$ cat src/rtl/vsg_pkg.sv
// ----------------------------------------------------------------------------
// vsg_pkg
// shared types, register codes and defaults for the scanline timing generator
// ----------------------------------------------------------------------------
package vsg_pkg;

    localparam int COLOR_BITS_DEF = 14;
    localparam int COUNT_BITS_DEF = 11;

    localparam int PIXEL_BITS = 14;
    localparam int WORD_BITS  = 16;
    localparam int X_BITS     = 10;
    localparam int Y_BITS     = 11;
    localparam int CFG_IDX_BITS  = 3;
    localparam int CFG_DATA_BITS = 24;
    localparam int DIV_BITS      = 4;
    localparam int REP_BITS      = 3;

    localparam logic [Y_BITS-1:0]   ROW_MAX  = '1;
    localparam logic [DIV_BITS-1:0] DIV_MAX  = 4'd8;
    localparam int HSYNC_BIT = 14;
    localparam int VSYNC_BIT = 15;

    localparam logic [7:0]  H_FRONT_RST   = 8'd8;
    localparam logic [7:0]  H_SYNC_RST    = 8'd48;
    localparam logic [7:0]  H_BACK_RST    = 8'd26;
    localparam logic [9:0]  X_RES_RST     = 10'd320;
    localparam logic [23:0] V_PORCHES_RST = 24'h1F020B;
    localparam logic [10:0] V_LINES_RST   = 11'd480;
    localparam logic [3:0]  V_DIVIDER_RST = 4'd1;

    typedef enum logic [CFG_IDX_BITS-1:0] {
        CFG_H_FRONT   = 3'd0,
        CFG_H_SYNC    = 3'd1,
        CFG_H_BACK    = 3'd2,
        CFG_X_RES     = 3'd3,
        CFG_V_PORCHES = 3'd4,
        CFG_V_LINES   = 3'd5,
        CFG_V_DIVIDER = 3'd6
    } t_cfg_index;

    typedef struct packed {
        logic [7:0]  h_front;
        logic [7:0]  h_sync;
        logic [7:0]  h_back;
        logic [9:0]  x_res;
        logic [23:0] v_porches;
        logic [10:0] v_lines;
        logic [3:0]  v_divider;
    } t_cfg;

    typedef struct packed {
        logic [WORD_BITS-1:0] out_word;
        logic [X_BITS-1:0]    pixel_x;
        logic [Y_BITS-1:0]    pixel_y;
        logic                 pixel_used;
        logic                 line_end;
    } t_result;

endpackage

$ cat src/rtl/vsg_cfg_regs.sv
// ----------------------------------------------------------------------------
// vsg_cfg_regs
// timing register file, written through the configuration channel
// ----------------------------------------------------------------------------
module vsg_cfg_regs (
    input  logic                                i_clk,
    input  logic                                i_rst_n,
    input  logic                                i_cfg_valid,
    output logic                                o_cfg_ready,
    input  logic [vsg_pkg::CFG_IDX_BITS-1:0]    i_cfg_index,
    input  logic [vsg_pkg::CFG_DATA_BITS-1:0]   i_cfg_data,
    output vsg_pkg::t_cfg                       o_cfg
);

    vsg_pkg::t_cfg r_cfg;
    vsg_pkg::t_cfg n_cfg;

    assign o_cfg_ready = 1'b1;
    assign o_cfg       = r_cfg;

    always_comb begin
        n_cfg = r_cfg;
        if (i_cfg_valid) begin
            case (vsg_pkg::t_cfg_index'(i_cfg_index))
                vsg_pkg::CFG_H_FRONT:   n_cfg.h_front   = i_cfg_data[7:0];
                vsg_pkg::CFG_H_SYNC:    n_cfg.h_sync    = i_cfg_data[7:0];
                vsg_pkg::CFG_H_BACK:    n_cfg.h_back    = i_cfg_data[7:0];
                vsg_pkg::CFG_X_RES:     n_cfg.x_res     = i_cfg_data[9:0];
                vsg_pkg::CFG_V_PORCHES: n_cfg.v_porches = i_cfg_data[23:0];
                vsg_pkg::CFG_V_LINES:   n_cfg.v_lines   = i_cfg_data[10:0];
                vsg_pkg::CFG_V_DIVIDER: n_cfg.v_divider = i_cfg_data[3:0];
                default:                n_cfg = r_cfg;
            endcase
        end
    end

    always_ff @(posedge i_clk) begin
        if (!i_rst_n) begin
            r_cfg.h_front   <= vsg_pkg::H_FRONT_RST;
            r_cfg.h_sync    <= vsg_pkg::H_SYNC_RST;
            r_cfg.h_back    <= vsg_pkg::H_BACK_RST;
            r_cfg.x_res     <= vsg_pkg::X_RES_RST;
            r_cfg.v_porches <= vsg_pkg::V_PORCHES_RST;
            r_cfg.v_lines   <= vsg_pkg::V_LINES_RST;
            r_cfg.v_divider <= vsg_pkg::V_DIVIDER_RST;
        end else begin
            r_cfg <= n_cfg;
        end
    end

endmodule

$ cat src/rtl/vsg_timing.sv
// ----------------------------------------------------------------------------
// vsg_timing
// slot, line and row counters and the per-slot output word
// ----------------------------------------------------------------------------
module vsg_timing #(
    parameter int COLOR_BITS = vsg_pkg::COLOR_BITS_DEF,
    parameter int COUNT_BITS = vsg_pkg::COUNT_BITS_DEF
) (
    input  logic                             i_clk,
    input  logic                             i_rst_n,
    input  logic                             i_accept,
    input  logic [vsg_pkg::PIXEL_BITS-1:0]   i_pixel_color,
    input  vsg_pkg::t_cfg                    i_cfg,
    output vsg_pkg::t_result                 o_result
);

    localparam int SW = (COUNT_BITS + 1 > 13) ? COUNT_BITS + 1 : 13;

    logic [COUNT_BITS-1:0]            r_slot_count, n_slot_count;
    logic [COUNT_BITS-1:0]            r_line_count, n_line_count;
    logic [vsg_pkg::Y_BITS-1:0]       r_row_index,  n_row_index;
    logic [vsg_pkg::REP_BITS-1:0]     r_row_repeat, n_row_repeat;

    logic [7:0]                       vf, vs, vb;
    logic [SW-1:0]                    hback_start, hactive, htotal;
    logic [SW-1:0]                    vsync_end, vstart, vtotal;
    logic [SW-1:0]                    slot_ext, line_ext, px_full;
    logic [vsg_pkg::DIV_BITS-1:0]     div;
    logic [15:0]                      row_need;
    logic                             vsync_on, hsync_on, line_active, used;
    logic                             lend, fend;
    logic [vsg_pkg::PIXEL_BITS-1:0]   color;

    always_comb begin
        vf = i_cfg.v_porches[7:0];
        vs = i_cfg.v_porches[15:8];
        vb = i_cfg.v_porches[23:16];

        hback_start = SW'(i_cfg.h_front) + SW'(i_cfg.h_sync);
        hactive     = hback_start + SW'(i_cfg.h_back);
        htotal      = hactive + SW'(i_cfg.x_res);
        vsync_end   = SW'(vf) + SW'(vs);
        vstart      = vsync_end + SW'(vb);
        vtotal      = vstart + SW'(i_cfg.v_lines);

        slot_ext = SW'(r_slot_count);
        line_ext = SW'(r_line_count);

        // divider of zero acts as one, above eight acts as eight
        if (i_cfg.v_divider == '0) begin
            div = vsg_pkg::DIV_BITS'(1);
        end else if (i_cfg.v_divider > vsg_pkg::DIV_MAX) begin
            div = vsg_pkg::DIV_MAX;
        end else begin
            div = i_cfg.v_divider;
        end

        // row shown while row_index < v_lines / div, i.e. (row_index + 1) * div <= v_lines
        row_need = (16'(r_row_index) + 16'd1) * 16'(div);

        vsync_on    = (line_ext >= SW'(vf)) && (line_ext < vsync_end);
        hsync_on    = (slot_ext >= SW'(i_cfg.h_front)) && (slot_ext < hback_start);
        line_active = (line_ext >= vstart) && (row_need <= 16'(i_cfg.v_lines));
        used        = line_active && (slot_ext >= hactive);
        px_full     = slot_ext - hactive;

        color = used ? vsg_pkg::PIXEL_BITS'(i_pixel_color[COLOR_BITS-1:0]) : '0;

        lend = (slot_ext + SW'(1) >= htotal) || (r_slot_count == '1);
        fend = (line_ext + SW'(1) >= vtotal) || (r_line_count == '1);

        o_result.out_word   = {~vsync_on, ~hsync_on, color};
        o_result.pixel_x    = used ? px_full[vsg_pkg::X_BITS-1:0] : '0;
        o_result.pixel_y    = used ? r_row_index : '0;
        o_result.pixel_used = used;
        o_result.line_end   = lend;

        n_slot_count = r_slot_count;
        n_line_count = r_line_count;
        n_row_index  = r_row_index;
        n_row_repeat = r_row_repeat;
        if (i_accept) begin
            if (lend) begin
                n_slot_count = '0;
                if (fend) begin
                    n_line_count = '0;
                    n_row_index  = '0;
                    n_row_repeat = '0;
                end else begin
                    if (line_ext >= vstart) begin
                        if (vsg_pkg::DIV_BITS'(r_row_repeat) + vsg_pkg::DIV_BITS'(1) >= div) begin
                            n_row_repeat = '0;
                            if (r_row_index != vsg_pkg::ROW_MAX) begin
                                n_row_index = r_row_index + vsg_pkg::Y_BITS'(1);
                            end
                        end else begin
                            n_row_repeat = r_row_repeat + vsg_pkg::REP_BITS'(1);
                        end
                    end
                    n_line_count = r_line_count + COUNT_BITS'(1);
                end
            end else begin
                n_slot_count = r_slot_count + COUNT_BITS'(1);
            end
        end
    end

    always_ff @(posedge i_clk) begin
        if (!i_rst_n) begin
            r_slot_count <= '0;
            r_line_count <= '0;
            r_row_index  <= '0;
            r_row_repeat <= '0;
        end else begin
            r_slot_count <= n_slot_count;
            r_line_count <= n_line_count;
            r_row_index  <= n_row_index;
            r_row_repeat <= n_row_repeat;
        end
    end

    a_line_wrap: assert property (@(posedge i_clk) disable iff (!i_rst_n)
        (i_accept && o_result.line_end) |=> (r_slot_count == '0))
        else $error("slot counter did not restart after line end");

    a_active_no_hsync: assert property (@(posedge i_clk) disable iff (!i_rst_n)
        o_result.pixel_used |-> o_result.out_word[vsg_pkg::HSYNC_BIT])
        else $error("hsync asserted on an active slot");

    a_blank_color: assert property (@(posedge i_clk) disable iff (!i_rst_n)
        !o_result.pixel_used |-> (o_result.out_word[vsg_pkg::PIXEL_BITS-1:0] == '0))
        else $error("colour not blanked outside the active area");

    a_hold_idle: assert property (@(posedge i_clk) disable iff (!i_rst_n)
        !i_accept |=> $stable(r_slot_count) && $stable(r_line_count))
        else $error("counters moved without a transaction");

endmodule

$ cat src/rtl/vsg_out_skid.sv
// ----------------------------------------------------------------------------
// vsg_out_skid
// output register with one skid entry so one more input is taken when output stalls
// ----------------------------------------------------------------------------
module vsg_out_skid (
    input  logic               i_clk,
    input  logic               i_rst_n,
    input  logic               i_in_valid,
    output logic               o_in_stall,
    output logic               o_accept,
    input  vsg_pkg::t_result   i_result,
    output logic               o_out_valid,
    input  logic               i_out_stall,
    output vsg_pkg::t_result   o_result
);

    logic             r_out_valid, n_out_valid;
    logic             r_skid_valid, n_skid_valid;
    vsg_pkg::t_result r_out, n_out;
    vsg_pkg::t_result r_skid, n_skid;
    logic             accept;

    assign accept      = i_in_valid && !r_skid_valid;
    assign o_accept    = accept;
    assign o_in_stall  = r_skid_valid;
    assign o_out_valid = r_out_valid;
    assign o_result    = r_out;

    always_comb begin
        n_out_valid  = r_out_valid;
        n_skid_valid = r_skid_valid;
        n_out        = r_out;
        n_skid       = r_skid;
        if (!r_out_valid || !i_out_stall) begin
            if (r_skid_valid) begin
                n_out        = r_skid;
                n_out_valid  = 1'b1;
                n_skid_valid = 1'b0;
            end else begin
                n_out       = i_result;
                n_out_valid = accept;
            end
        end else if (accept) begin
            // output held, park the new transaction
            n_skid       = i_result;
            n_skid_valid = 1'b1;
        end
    end

    always_ff @(posedge i_clk) begin
        if (!i_rst_n) begin
            r_out_valid  <= 1'b0;
            r_skid_valid <= 1'b0;
        end else begin
            r_out_valid  <= n_out_valid;
            r_skid_valid <= n_skid_valid;
        end
    end

    always_ff @(posedge i_clk) begin
        r_out  <= n_out;
        r_skid <= n_skid;
    end

    a_skid_behind_out: assert property (@(posedge i_clk) disable iff (!i_rst_n)
        r_skid_valid |-> r_out_valid)
        else $error("skid entry held while output register empty");

    a_skid_fill: assert property (@(posedge i_clk) disable iff (!i_rst_n)
        (accept && r_out_valid && i_out_stall) |=> r_skid_valid)
        else $error("transaction lost while output stalled");

    a_skid_drain: assert property (@(posedge i_clk) disable iff (!i_rst_n)
        (r_skid_valid && !i_out_stall) |=> (!r_skid_valid && r_out_valid))
        else $error("skid entry not moved to output");

endmodule

$ cat src/rtl/vga_scanline_timing_generator_top.sv
// ----------------------------------------------------------------------------
// vga_scanline_timing_generator_top
// Turns a stream of pixel colors into display words with hsync and vsync.
// Each input transaction is one output pixel slot; the block returns one word
// per slot along with the frame column and row that the slot shows, so the
// source can fetch the next color. One transaction is accepted every clock
// while o_in_stall is low; its result, set by the slot, line and row counters
// that advance once per transaction, is registered in the output register or,
// while the output stalls, in a single skid entry that holds one more transaction.
// Timing registers change on the configuration channel, which is always ready.
// ----------------------------------------------------------------------------
module vga_scanline_timing_generator_top #(
    parameter int COLOR_BITS = vsg_pkg::COLOR_BITS_DEF,
    parameter int COUNT_BITS = vsg_pkg::COUNT_BITS_DEF
) (
    input  logic                              i_clk,
    input  logic                              i_rst_n,

    input  logic                              i_in_valid,
    output logic                              o_in_stall,
    input  logic [vsg_pkg::PIXEL_BITS-1:0]    i_pixel_color,

    output logic                              o_out_valid,
    input  logic                              i_out_stall,
    output logic [vsg_pkg::WORD_BITS-1:0]     o_out_word,
    output logic [vsg_pkg::X_BITS-1:0]        o_pixel_x,
    output logic [vsg_pkg::Y_BITS-1:0]        o_pixel_y,
    output logic                              o_pixel_used,
    output logic                              o_line_end,

    input  logic                              i_cfg_valid,
    output logic                              o_cfg_ready,
    input  logic [vsg_pkg::CFG_IDX_BITS-1:0]  i_cfg_index,
    input  logic [vsg_pkg::CFG_DATA_BITS-1:0] i_cfg_data
);

    vsg_pkg::t_cfg    cfg;
    vsg_pkg::t_result slot_result;
    vsg_pkg::t_result out_result;
    logic             accept;

    vsg_cfg_regs u_cfg (
        .i_clk       (i_clk),
        .i_rst_n     (i_rst_n),
        .i_cfg_valid (i_cfg_valid),
        .o_cfg_ready (o_cfg_ready),
        .i_cfg_index (i_cfg_index),
        .i_cfg_data  (i_cfg_data),
        .o_cfg       (cfg)
    );

    vsg_timing #(
        .COLOR_BITS (COLOR_BITS),
        .COUNT_BITS (COUNT_BITS)
    ) u_timing (
        .i_clk         (i_clk),
        .i_rst_n       (i_rst_n),
        .i_accept      (accept),
        .i_pixel_color (i_pixel_color),
        .i_cfg         (cfg),
        .o_result      (slot_result)
    );

    vsg_out_skid u_out (
        .i_clk       (i_clk),
        .i_rst_n     (i_rst_n),
        .i_in_valid  (i_in_valid),
        .o_in_stall  (o_in_stall),
        .o_accept    (accept),
        .i_result    (slot_result),
        .o_out_valid (o_out_valid),
        .i_out_stall (i_out_stall),
        .o_result    (out_result)
    );

    assign o_out_word   = out_result.out_word;
    assign o_pixel_x    = out_result.pixel_x;
    assign o_pixel_y    = out_result.pixel_y;
    assign o_pixel_used = out_result.pixel_used;
    assign o_line_end   = out_result.line_end;

endmodule
$ cat config.mk
export PLATFORM = sky130hd
export DESIGN_NAME = vga_scanline_timing_generator_top
export DESIGN_NICKNAME = d
export VERILOG_FILES = /design/src/rtl/vsg_pkg.sv /design/src/rtl/vsg_cfg_regs.sv /design/src/rtl/vsg_timing.sv /design/src/rtl/vsg_out_skid.sv /design/src/rtl/vga_scanline_timing_generator_top.sv
export SDC_FILE = /design/constraint.sdc
export NUM_CORES = 1
export LEC_CHECK = 0
export BUFFER_PORTS_ARGS = -buffer_cell sky130_fd_sc_hd__buf_2
export CAP_MARGIN = 15
export CELL_PAD_IN_SITES_DETAIL_PLACEMENT = 1
export CELL_PAD_IN_SITES_GLOBAL_PLACEMENT = 1
export CORE_AREA = 2 2 217 262
export DETAILED_ROUTE_END_ITERATION = 8
export DIE_AREA = 0 0 219 264
export PLACE_DENSITY = 0.51
export SYNTH_ARGS = -nofsm -noshare
export SYNTH_HDL_FRONTEND = slang
export SYNTH_SLANG_ARGS = --single-unit
$ cat constraint.sdc
create_clock -name i_clk -period 5.85 [get_ports i_clk]
set_clock_uncertainty 0.05 [all_clocks]
set_input_delay 0.585 -clock i_clk [delete_from_list [all_inputs] [get_ports i_clk]]
set_output_delay 0.585 -clock i_clk [all_outputs]
set_load 0.01 [all_outputs]
==> key figures, run 1 <==
Run status
  • Outcome: complete, no violations

Yosys
  • Syn nets: 1796
  • Seq/Total Area, Yosys: about 33%
  • Yosys top cell by area: edfxtp_1
  • #FFs+latches synth: 189
  • Cell with the most instances after synthesis: nand2_1
  • Post-synth EDFFs: 78
  • FFs w/ async S/R, synth: 0%
  • Synth warn: 0
  • Top cells by count, synth: nand2_1 (240), ha_1 (168), inv_1 (150)
  • Syn_area_per_cell: 8.79 sq um
  • Top cells by area, synth: edfxtp_1 (17%), dfxtp_1 (16%), ha_1 (15%)
  • Library cells used by synthesis: 64
  • Yosys top cell area share: 17.1%
  • Top FF cell, synth: dfxtp_1
  • Post-Syn Instances: 1555
  • Mapped Area: 0.0137 sq mm

Detailed routing
  • Antenna-violating nets left: 0
  • WL final: 40900 microns
  • Post-route DRC violation count: 0
  • First-pass detailed-route iteration total: 4
  • Routed len/inst: 17.1 microns
  • Vias per std cell: around 4.7
  • DR iter-0 viols: 404
  • Via count: 11250

Floorplan
  • Die Span Y: 264 microns
  • Starting density of the core: approximately 25%
  • Site Rows: 95
  • Core Area: 0.0554 sq mm
  • # IOs: ~90
  • Die Wd: 219 microns
  • DIE AREA: 0.0578 sq mm

CTS
  • Cts hold-fix bufs: 0
  • Clock sink total: approximately 190
  • Num CTS Buffers: 17
  • CTS tree: yes
  • Clk pin slew, worst setup/hold paths: 0.08 ns
  • H-tree depth: 4
  • Root Buffer: clkbuf_16
  • Clock buffer depth: 2
  • Clock Latency Late Sink: 0.50 ns

Setup path
  • FF-to-FF setup slack: 0.30 ns
  • R2R cell count: 26
  • Worst path required time: 6.15 ns
  • CP startpoint kind: register
  • Slowest cell on the critical path: fa_1
  • Slowest stage delay, CP: 0.56 ns
  • Peak fanout along the critical path: 18
  • Launching point of the worst reg2reg path: u_timing.r_row_index[0]
  • Setup CP Type: reg -> reg
  • Crit path capture type: register
  • Most frequent CP cell: nor2_1
  • Arr. time, crit path: 5.85 ns
  • Worst r2r dst: u_out.r_skid[36]

Cells and area
  • Share of layout cells above drive strength 1: 13.5%
  • Fin cells: around 2400
  • Nets: 1892
  • Final Util: approximately 29%
  • Final Cell Area: 0.0161 sq mm
  • P&R area growth vs syn: 17.7%

STA
  • Final Cycle Share: 94.9%
  • Final-report hold violation count: 0
  • Min Tclk post-route: about 5.6 ns
  • Final setup viols: 0
  • Worst Tran Pin Value: 1.09 ns
  • Max Fclk: about 0.18 GHz
  • Relative slew slack: 26.8%
  • Max-slew violations: 0
  • Final hold slack: 0.247 ns

Place
  • GP Congestion: 0.779
  • PortBufs: 86
  • DP Cell Count: between 2000 and 2500
  • Final HPWL DP: about 32000 microns
  • Area post-placement: 0.0151 sq mm

Power and ir drop
  • Final Power: 3180 uW
  • Power density over the cells: 198 mW/mm^2
  • Worst IR drop on VDD: 0.124 mV
  • Total leakage power: 0.00706 uW

Global route
  • GRT Util Overall: 14.5%
  • Initial antenna violation count: 2
  • Largest net degree at the start of global routing: 87
  • Remaining global-route overflow: 0
  • Vias in the first global route: between 10000 and 15000
  • First-pass GRT wire length: between 60000 and 70000 microns

Run
  • Max Cap Viol: 0

Worst hold path
  • Worst hold path startpoint: i_cfg_data[18]
  • Endpoint of the worst hold path: u_cfg.o_cfg[33]
  • Hold crit path type: in -> reg
  • Min-Delay Path Depth: 3
-- how the worst max path moves through the flow --
| stage | startpoint | end |
|---|---|---|
| 2_1_floorplan | u_cfg.o_cfg[3] | u_out.o_result[12] |
| 3_3_place_gp | u_timing.r_row_index[2] | u_out.o_result[8] |
| 3_5_place_dp | u_timing.r_row_index[0] | u_out.o_result[29] |
| 4_1_cts | u_timing.r_row_index[2] | u_out.o_result[11] |
| 5_1_grt | u_cfg.o_cfg[23] | u_timing.r_row_repeat[0] |
| 6_report | u_timing.r_row_index[0] | u_out.r_skid[36] |
-- power breakdown --
part	switching [uW]	total (uW)	internal [uW]
Sequential	20.5	1420	1400
Clock	658	1240	582
Combinational	309	519	210
-- cell families after synthesis --
| group | count (synthesis) | share of synthesized area [%] |
|---|---|---|
| buf+inv | 204 | 5.67 |
| flops | 189 | 33.4 |
| fa+ha+maj | 195 | 19.3 |
| xor+xnor | 88 | 5.64 |
| mux | 9 | 0.687 |
| simple gates | 512 | 17.2 |
| compound gates | 357 | 18.1 |
| other cells | 1 | 0.0274 |
-- flip-flops by register name (all words and copies together), names as in the netlist --
| signal | count |
|---|---|
| u_timing.r_slot_count | 11 |
| u_out.o_result | 39 |
| u_timing.r_line_count | 11 |
| u_out.o_in_stall | 1 |
| u_out.r_skid | 39 |
| u_timing.r_row_index | 11 |
| u_cfg.o_cfg | 73 |
| u_timing.r_row_repeat | 3 |
| u_out.o_out_valid | 1 |
-- through the flow --
| step | setup TNS [ns] | setup WS (ns) |
|---|---|---|
| 3_3_place_gp | 0 | 0.153 |
| 6_report | 0 | 0.296 |
| 2_1_floorplan | 0 | 0.490 |
| 3_5_place_dp | -1.70 | -0.128 |
| 5_1_grt | -0.314 | -0.0455 |
| 4_1_cts | 0 | 0.00290 |
-- layout by cell type (no fill, tap or decap), drive strengths merged, types with 9 or more instances in the layout --
master	synthesis	final
nand2	240	240
ha	168	168
inv	150	159
buf	5	129
dfxtp	111	111
nor2	82	82
edfxtp	78	78
a21oi	65	65
a21boi	63	63
xnor2	57	57
nand3	55	55
o21ai	48	48
a21o	39	39
o31ai	37	37
xor2	31	31
fa	27	27
nor2b	20	20
clkbuf	49	19
nor3	18	18
o211ai	18	18
and2	16	16
nand2b	14	14
and3	14	14
nor4	14	14
o21a	12	12
nand4	11	11
a211oi	10	10
a32o	9	9
-- critical path: cells and delay by family, from the launching register on --
kind | cells | cell delay (ns)
compound gates | 6 | 1.18
xor+xnor | 2 | 0.39
fa+ha+maj | 4 | 1.58
buf+inv | 7 | 0.91
flops | 1 | 0.37
simple gates | 7 | 0.92
-- metal layers --
layer	track usage, %	up-vias	routed length [microns]
met5	0	-	11
met4	3.82	2	627
met3	2.76	26	1100
met2	24.5	114	20000
met1	18.7	5472	19200
li1	-	5636	-
-- layout make-up --
| type | count | area (sq um) |
|---|---|---|
| fill | 6514 | 39300 |
| tap | 727 | 910 |
| clock inverter | 15 | 179 |
| antenna | 1 | 2.50 |
| multi-input combinational | 1162 | 8560 |
| clock buffer | 17 | 425 |
| timing repair buffer | 131 | 871 |
| inverter | 150 | 563 |
| sequential | 189 | 4570 |
-- repair_timing --
item                                   in CTS  in global routing
gates cloned                                0                  2
setup endpoints to repair                  27                102
endpoints found under the hold margin       0                  0
pin swaps                                   0                 11
resized for setup                           4                 52
buffers inserted                            0                  6
Note: power is estimated with default switching activity, not from simulation.
==> run 2: changes to the inputs <==
- CORE_AREA: 2 2 217 262 -> 4 4 200 241
- DIE_AREA: 0 0 219 264 -> 0 0 204 245
- PLACE_DENSITY: 0.51 -> 0.58
==> run 2 against run 1 <==
Against the previous run: worst hold slack improved by 0.024 ns; first-iteration DRC count increased by 1.2%; die area decreased by 14%; non-clock buffer count increased by 6; total power decreased by 0.60%; critical path type unchanged.
==> key figures, run 2 (synthesis results as in run 1) <==
Floorplan
  • Starting density of the core: 29.9%
  • Site Rows: 86
  • Core Area: 0.0457 sq mm
  • Die Span Y: 245 microns
  • # IOs: 88
  • Die Wd: between 200 and 250 microns
  • DIE AREA: 0.0500 sq mm

Power and ir drop
  • Power density over the cells: 197 mW/mm^2
  • Worst IR drop on VDD: 0.213 mV
  • Total leakage power: 0.00712 uW

Place
  • GP Congestion: 0.789
  • Final HPWL DP: 30900 microns
  • DP Cell Count: 2231
  • PortBufs: 86
  • Worst slack, placed: -0.171 ns

CTS
  • Clock Latency Late Sink: 0.47 ns
  • H-tree depth: 4
  • Clk pin slew, worst setup/hold paths: around 0.090 ns
  • Root Buffer: clkbuf_16
  • Clock sink total: 189
  • Num CTS Buffers: 17
  • Cts hold-fix bufs: 0
  • CTS tree: yes
  • Clock buffer depth: 2

STA
  • Final Cycle Share: 95.6%
  • Setup TNS: 0 ns
  • Max Fclk: 0.179 GHz
  • Final setup viols: 0
  • Post-layout worst setup margin: around 0.26 ns
  • Relative slew slack: 28.4%
  • Final hold slack: 0.271 ns
  • Max-slew violations: 0
  • Worst Tran Pin Value: 1.07 ns
  • Final-report hold violation count: 0
  • Min Tclk post-route: 5.59 ns

Cells and area
  • P&R area growth vs syn: 17.5%
  • Nets: 1898
  • Footprint of the multi-input gates: 0.00858 sq mm
  • Reg area: 0.00458 sq mm
  • Most common cell after layout, fill and taps aside: nand2_1
  • Highest-count cells in the layout ignoring fill and taps: nand2_1 (239), ha_1 (163), inv_1 (148)
  • Filler cell count: 5343
  • Number of flip-flops in the largest register: 73
  • Fin cells: 2286
  • Diode count: 0
  • Share of layout cells above drive strength 1: 14.3%

Worst hold path
  • Hold crit path type: in -> reg

Global route
  • Initial antenna violation count: 1
  • Remaining global-route overflow: 0
  • First-pass GRT wire length: between 60000 and 70000 microns
  • GRT Util Overall: 15.8%
  • Vias in the first global route: 11848
  • Largest net degree at the start of global routing: 87

Run status
  • Outcome: complete, no violations

Setup path
  • Crit path capture type: register
  • CP startpoint kind: register
  • Slowest cell on the critical path: fa_1
  • Arr. time, crit path: between 5 and 6 ns
  • Worst path required time: 6.11 ns
  • Setup CP Type: reg -> reg
  • Slowest stage delay, CP: 0.54 ns
  • FF-to-FF setup slack: about 0.26 ns
  • Peak fanout along the critical path: 10

Detailed routing
  • Routed len/inst: 17.7 microns
  • Via count: 11406
  • DR iter-0 viols: 409
  • First-pass detailed-route iteration total: 4
  • Antenna-violating nets left: 0
  • Post-route DRC violation count: 0
  • Vias per std cell: between 4 and 5
  • WL final: about 40000 microns

Run
  • Max Cap Viol: 0
-- run 2: cell count changes in the layout (fill, tap and decap cells not counted), sizes merged --
cell      before  now
buf          129  132
clkbuf        19   22
clkinv         6    4
clkinvlp       0    2
diode          1    0
-- run 2: layout make-up --
class | count | area share [%]
multi-input combinational | 1162 | 53.5
sequential | 189 | 28.5
timing repair buffer | 137 | 5.94
tap | 616 | 4.80
inverter | 150 | 3.55
clock buffer | 17 | 2.65
clock inverter | 15 | 1.06
-- run 2: per-layer routing --
| layer | up-vias | track usage, % | wire, microns |
|---|---|---|---|
| met4 | 0 | 4.71 | 917 |
| met1 | 5559 | 20.3 | 18500 |
| met3 | 37 | 2.26 | 1230 |
| met2 | 160 | 27.6 | 19700 |
| li1 | 5650 | - | - |
| met5 | - | 0 | 0 |
-- run 2: final timing paths --
path / start / end / cells past startpoint
setup reg to reg: u_timing.r_row_index[0] / u_out.r_skid[6] / 26
hold reg to reg: u_cfg.o_cfg[63] / u_cfg.o_cfg[63] / 2
setup / recovery: u_timing.r_row_index[0] / u_out.r_skid[6] / 26
hold / removal: i_cfg_data[18] / u_cfg.o_cfg[33] / 3
-- run 2: where the power goes --
group | switching (uW) | internal (uW) | total [uW]
sequential | 19.9 | 1400 | 1420
clock | 636 | 583 | 1220
combinational | 311 | 212 | 523
-- run 2: metrics by stage --
| stage | power (uW) | utilization (%) | instance area (sq um) |
|---|---|---|---|
| 4_1_cts | 3210 | 34.0 | 15500 |
| 5_1_grt | 3330 | 35.1 | 16100 |
| 6_report | 3160 | 35.1 | 16100 |
| 2_1_floorplan | 1800 | - | 13700 |
| 3_5_place_dp | 1970 | 32.6 | 14900 |
| 3_3_place_gp | 1960 | 32.6 | 14900 |
-- run 2: worst max-delay path: cells and delay by family, from the launching register on --
family	cells	cell delay (ns)
AOI/OAI and AO/OA	7	1.35
xor gates and xnor gates	2	0.29
adders and majority gates	5	1.81
buffers and inverters	6	0.75
DFF	1	0.38
and+or+nand+nor	6	0.78
-- run 2: timing repair --
action / 4_1_cts / 5_1_grt
gates resized for setup: 8 / 53
setup buffers: 0 / 17
pin swaps: 0 / 11
setup endpoints to repair: 40 / 97
gates cloned: 0 / 5
==> run 3: changes to the inputs <==
- PLACE_DENSITY: 0.58 -> not set
- PLACE_DENSITY_LB_ADDON: not set -> 0.1
==> run 3 against run 2 <==
Against the previous run: count of clock-buffer cells in the layout is 2 higher; global-route usage is 0.58 points higher; final cell count is 0.44% lower; routed wire length is 0.47% higher; final area is 1.2% lower; worst setup slack better by 0.039 ns; sequential cell count stayed put; total power is 1.8% higher.
==> key figures, run 3 (synthesis results as in run 1) <==
Cells and area
  • Diode count: 0
  • Highest-count cells in the layout ignoring fill and taps: nand2_1 (239), ha_1 (163), inv_1 (150)
  • P&R area growth vs syn: 16.1%
  • Most common cell after layout, fill and taps aside: nand2_1
  • Final Cell Area: 0.0159 sq mm
  • Share of layout cells above drive strength 1: 13.3%
  • Nets: 1888
  • Filler cell count: 5370
  • Number of flip-flops in the largest register: 73

Power and ir drop
  • Pint: 2300 uW
  • Comb pwr share: 16.4%
  • Power density over the cells: approximately 200 mW/mm^2
  • Switch Pwr: 921 uW
  • Worst IR drop on VDD: 0.214 mV
  • Sequential power share: 44.2%
  • Total leakage power: 0.00699 uW
  • Sw frac: 28.6%
  • Clock power frac: 39.5%

Floorplan
  • Site Rows: 86
  • Die Wd: between 200 and 250 microns
  • DIE AREA: 0.0500 sq mm
  • Die Span Y: 245 microns
  • # IOs: 88
  • Starting density of the core: 29.9%
  • Core Area: 0.0457 sq mm

Place
  • PortBufs: 86
  • Area post-placement: 0.0150 sq mm
  • Final HPWL DP: 31700 microns
  • GP Congestion: 0.775

Worst hold path
  • Worst hold path startpoint: i_cfg_data[16]
  • Hold crit path type: in -> reg

STA
  • Final hold slack: between 0.2 and 0.3 ns
  • Relative slew slack: 30.0%
  • Final-report hold violation count: 0
  • Max-slew violations: 0
  • Final Cycle Share: between 90% and 100%
  • Max Fclk: ~0.18 GHz
  • Worst Tran Pin Value: around 1.0 ns
  • Min Tclk post-route: 5.55 ns
  • Final setup viols: 0

Setup path
  • Crit path cell chain: ha_4 -> xnor2_2 -> nand2b_1 -> fa_1 -> inv_1 -> fa_1 -> inv_1 -> fa_1 -> nor2b_1 -> o31a_1 -> o21a_1 -> nor2_1 -> xnor2_1 -> ha_1 -> a21o_1 -> a211oi_1 -> o21ai_0 -> o221a_2 -> nor4_4 -> nand4_4 -> buf_12 -> o31ai_1
  • Arr. time, crit path: 5.78 ns
  • Peak fanout along the critical path: 41
  • Slowest stage delay, CP: 0.56 ns
  • Worst path required time: slightly above 6 ns
  • Critical path origin: u_timing.r_row_index[0]
  • Setup CP Type: reg -> reg
  • Crit path capture type: register
  • CP startpoint kind: register
  • Launching point of the worst reg2reg path: u_timing.r_row_index[0]
  • Most frequent CP cell: fa_1
  • Slowest cell on the critical path: fa_1

Detailed routing
  • WL final: 40600 microns
  • First-pass detailed-route iteration total: 5
  • Antenna-violating nets left: 0
  • Post-route DRC violation count: 0
  • Vias per std cell: 4.90
  • Via count: 11153
  • DR iter-0 viols: between 300 and 400
  • Routed len/inst: 17.8 microns

Global route
  • First-pass GRT wire length: 65100 microns
  • GRT Util Overall: between 10% and 20%
  • Initial antenna violation count: 1
  • Remaining global-route overflow: 0
  • Vias in the first global route: 11785
  • Largest net degree at the start of global routing: 94

CTS
  • H-tree depth: 4
  • Root Buffer: clkbuf_16
  • Clk pin slew, worst setup/hold paths: about 0.080 ns
  • Clock Latency Late Sink: 0.47 ns
  • CTS tree: yes
  • Clock buffer depth: 2
  • Cts hold-fix bufs: 0
  • Num CTS Buffers: 17
  • Clock sink total: 189

Run status
  • Outcome: complete, no violations

Run
  • Max Cap Viol: 0
-- run 3: layout make-up --
cell class                      count  area [sq um]  area share (%)
Inverter                          150           563            3.55
Tap cell                          616           771            4.86
Clock inverter                     13           179            1.13
Multi-Input combinational cell   1162          8570            54.0
Sequential cell                   189          4570            28.8
Clock buffer                       19           433            2.73
Timing Repair Buffer              127           778            4.91
-- run 3: routing by layer --
metal  wire (microns)  up-vias  track usage (%)
li1                 -     5629                -
met1            18700     5389             20.9
met2            20300      107             29.3
met3             1040       28             2.26
met4              527        0             3.88
met5                0        -                0
-- run 3: power groups by stage --
stage | registers, uW | logic (uW) | clock network (uW)
2_1_floorplan | 1450 | 349 | 0
3_3_place_gp | 1450 | 509 | 0
3_5_place_dp | 1450 | 519 | 0
4_1_cts | 1420 | 527 | 1320
5_1_grt | 1430 | 603 | 1360
6_report | 1420 | 527 | 1270
-- run 3: worst max-delay path: cells and delay by family, from the launching register on --
family / cells / cell delay [ns]
AOI/OAI and AO/OA: 7 / 1.38
xor gates and xnor gates: 2 / 0.34
adders and majority gates: 5 / 1.99
buffers and inverters: 3 / 0.34
DFF: 1 / 0.37
and+or+nand+nor: 5 / 0.87
-- run 3: timing repair --
| action | in CTS | in global routing |
|---|---|---|
| setup endpoints to repair | 57 | 107 |
| pin swaps | 3 | 5 |
| buffers inserted | 4 | 2 |
| gates resized for setup | 11 | 41 |
-- run 3: final timing paths --
check                           depth (start not counted)  slack [ns]                 end
worst max-delay path                                   22        0.30  u_out.o_result[12]
worst min-delay path                                    3        0.28     u_cfg.o_cfg[31]
worst max register to register                         22        0.30  u_out.o_result[12]
worst min register to register                          2        0.42     u_cfg.o_cfg[55]
-- run 3: stage by stage --
step	power [uW]	setup slack (ns)	std cells	utilization (%)	TNS (ns)
finish	3220	0.295	2276	34.7	0
global route	3400	-0.0203	2276	34.7	-0.0405
CTS	3270	0.000620	2273	34.2	0
detailed placement	1970	-0.359	2237	32.7	-5.71
global placement	1960	-0.281	2237	32.7	-3.85
floorplan	1800	0.490	1555	-	0
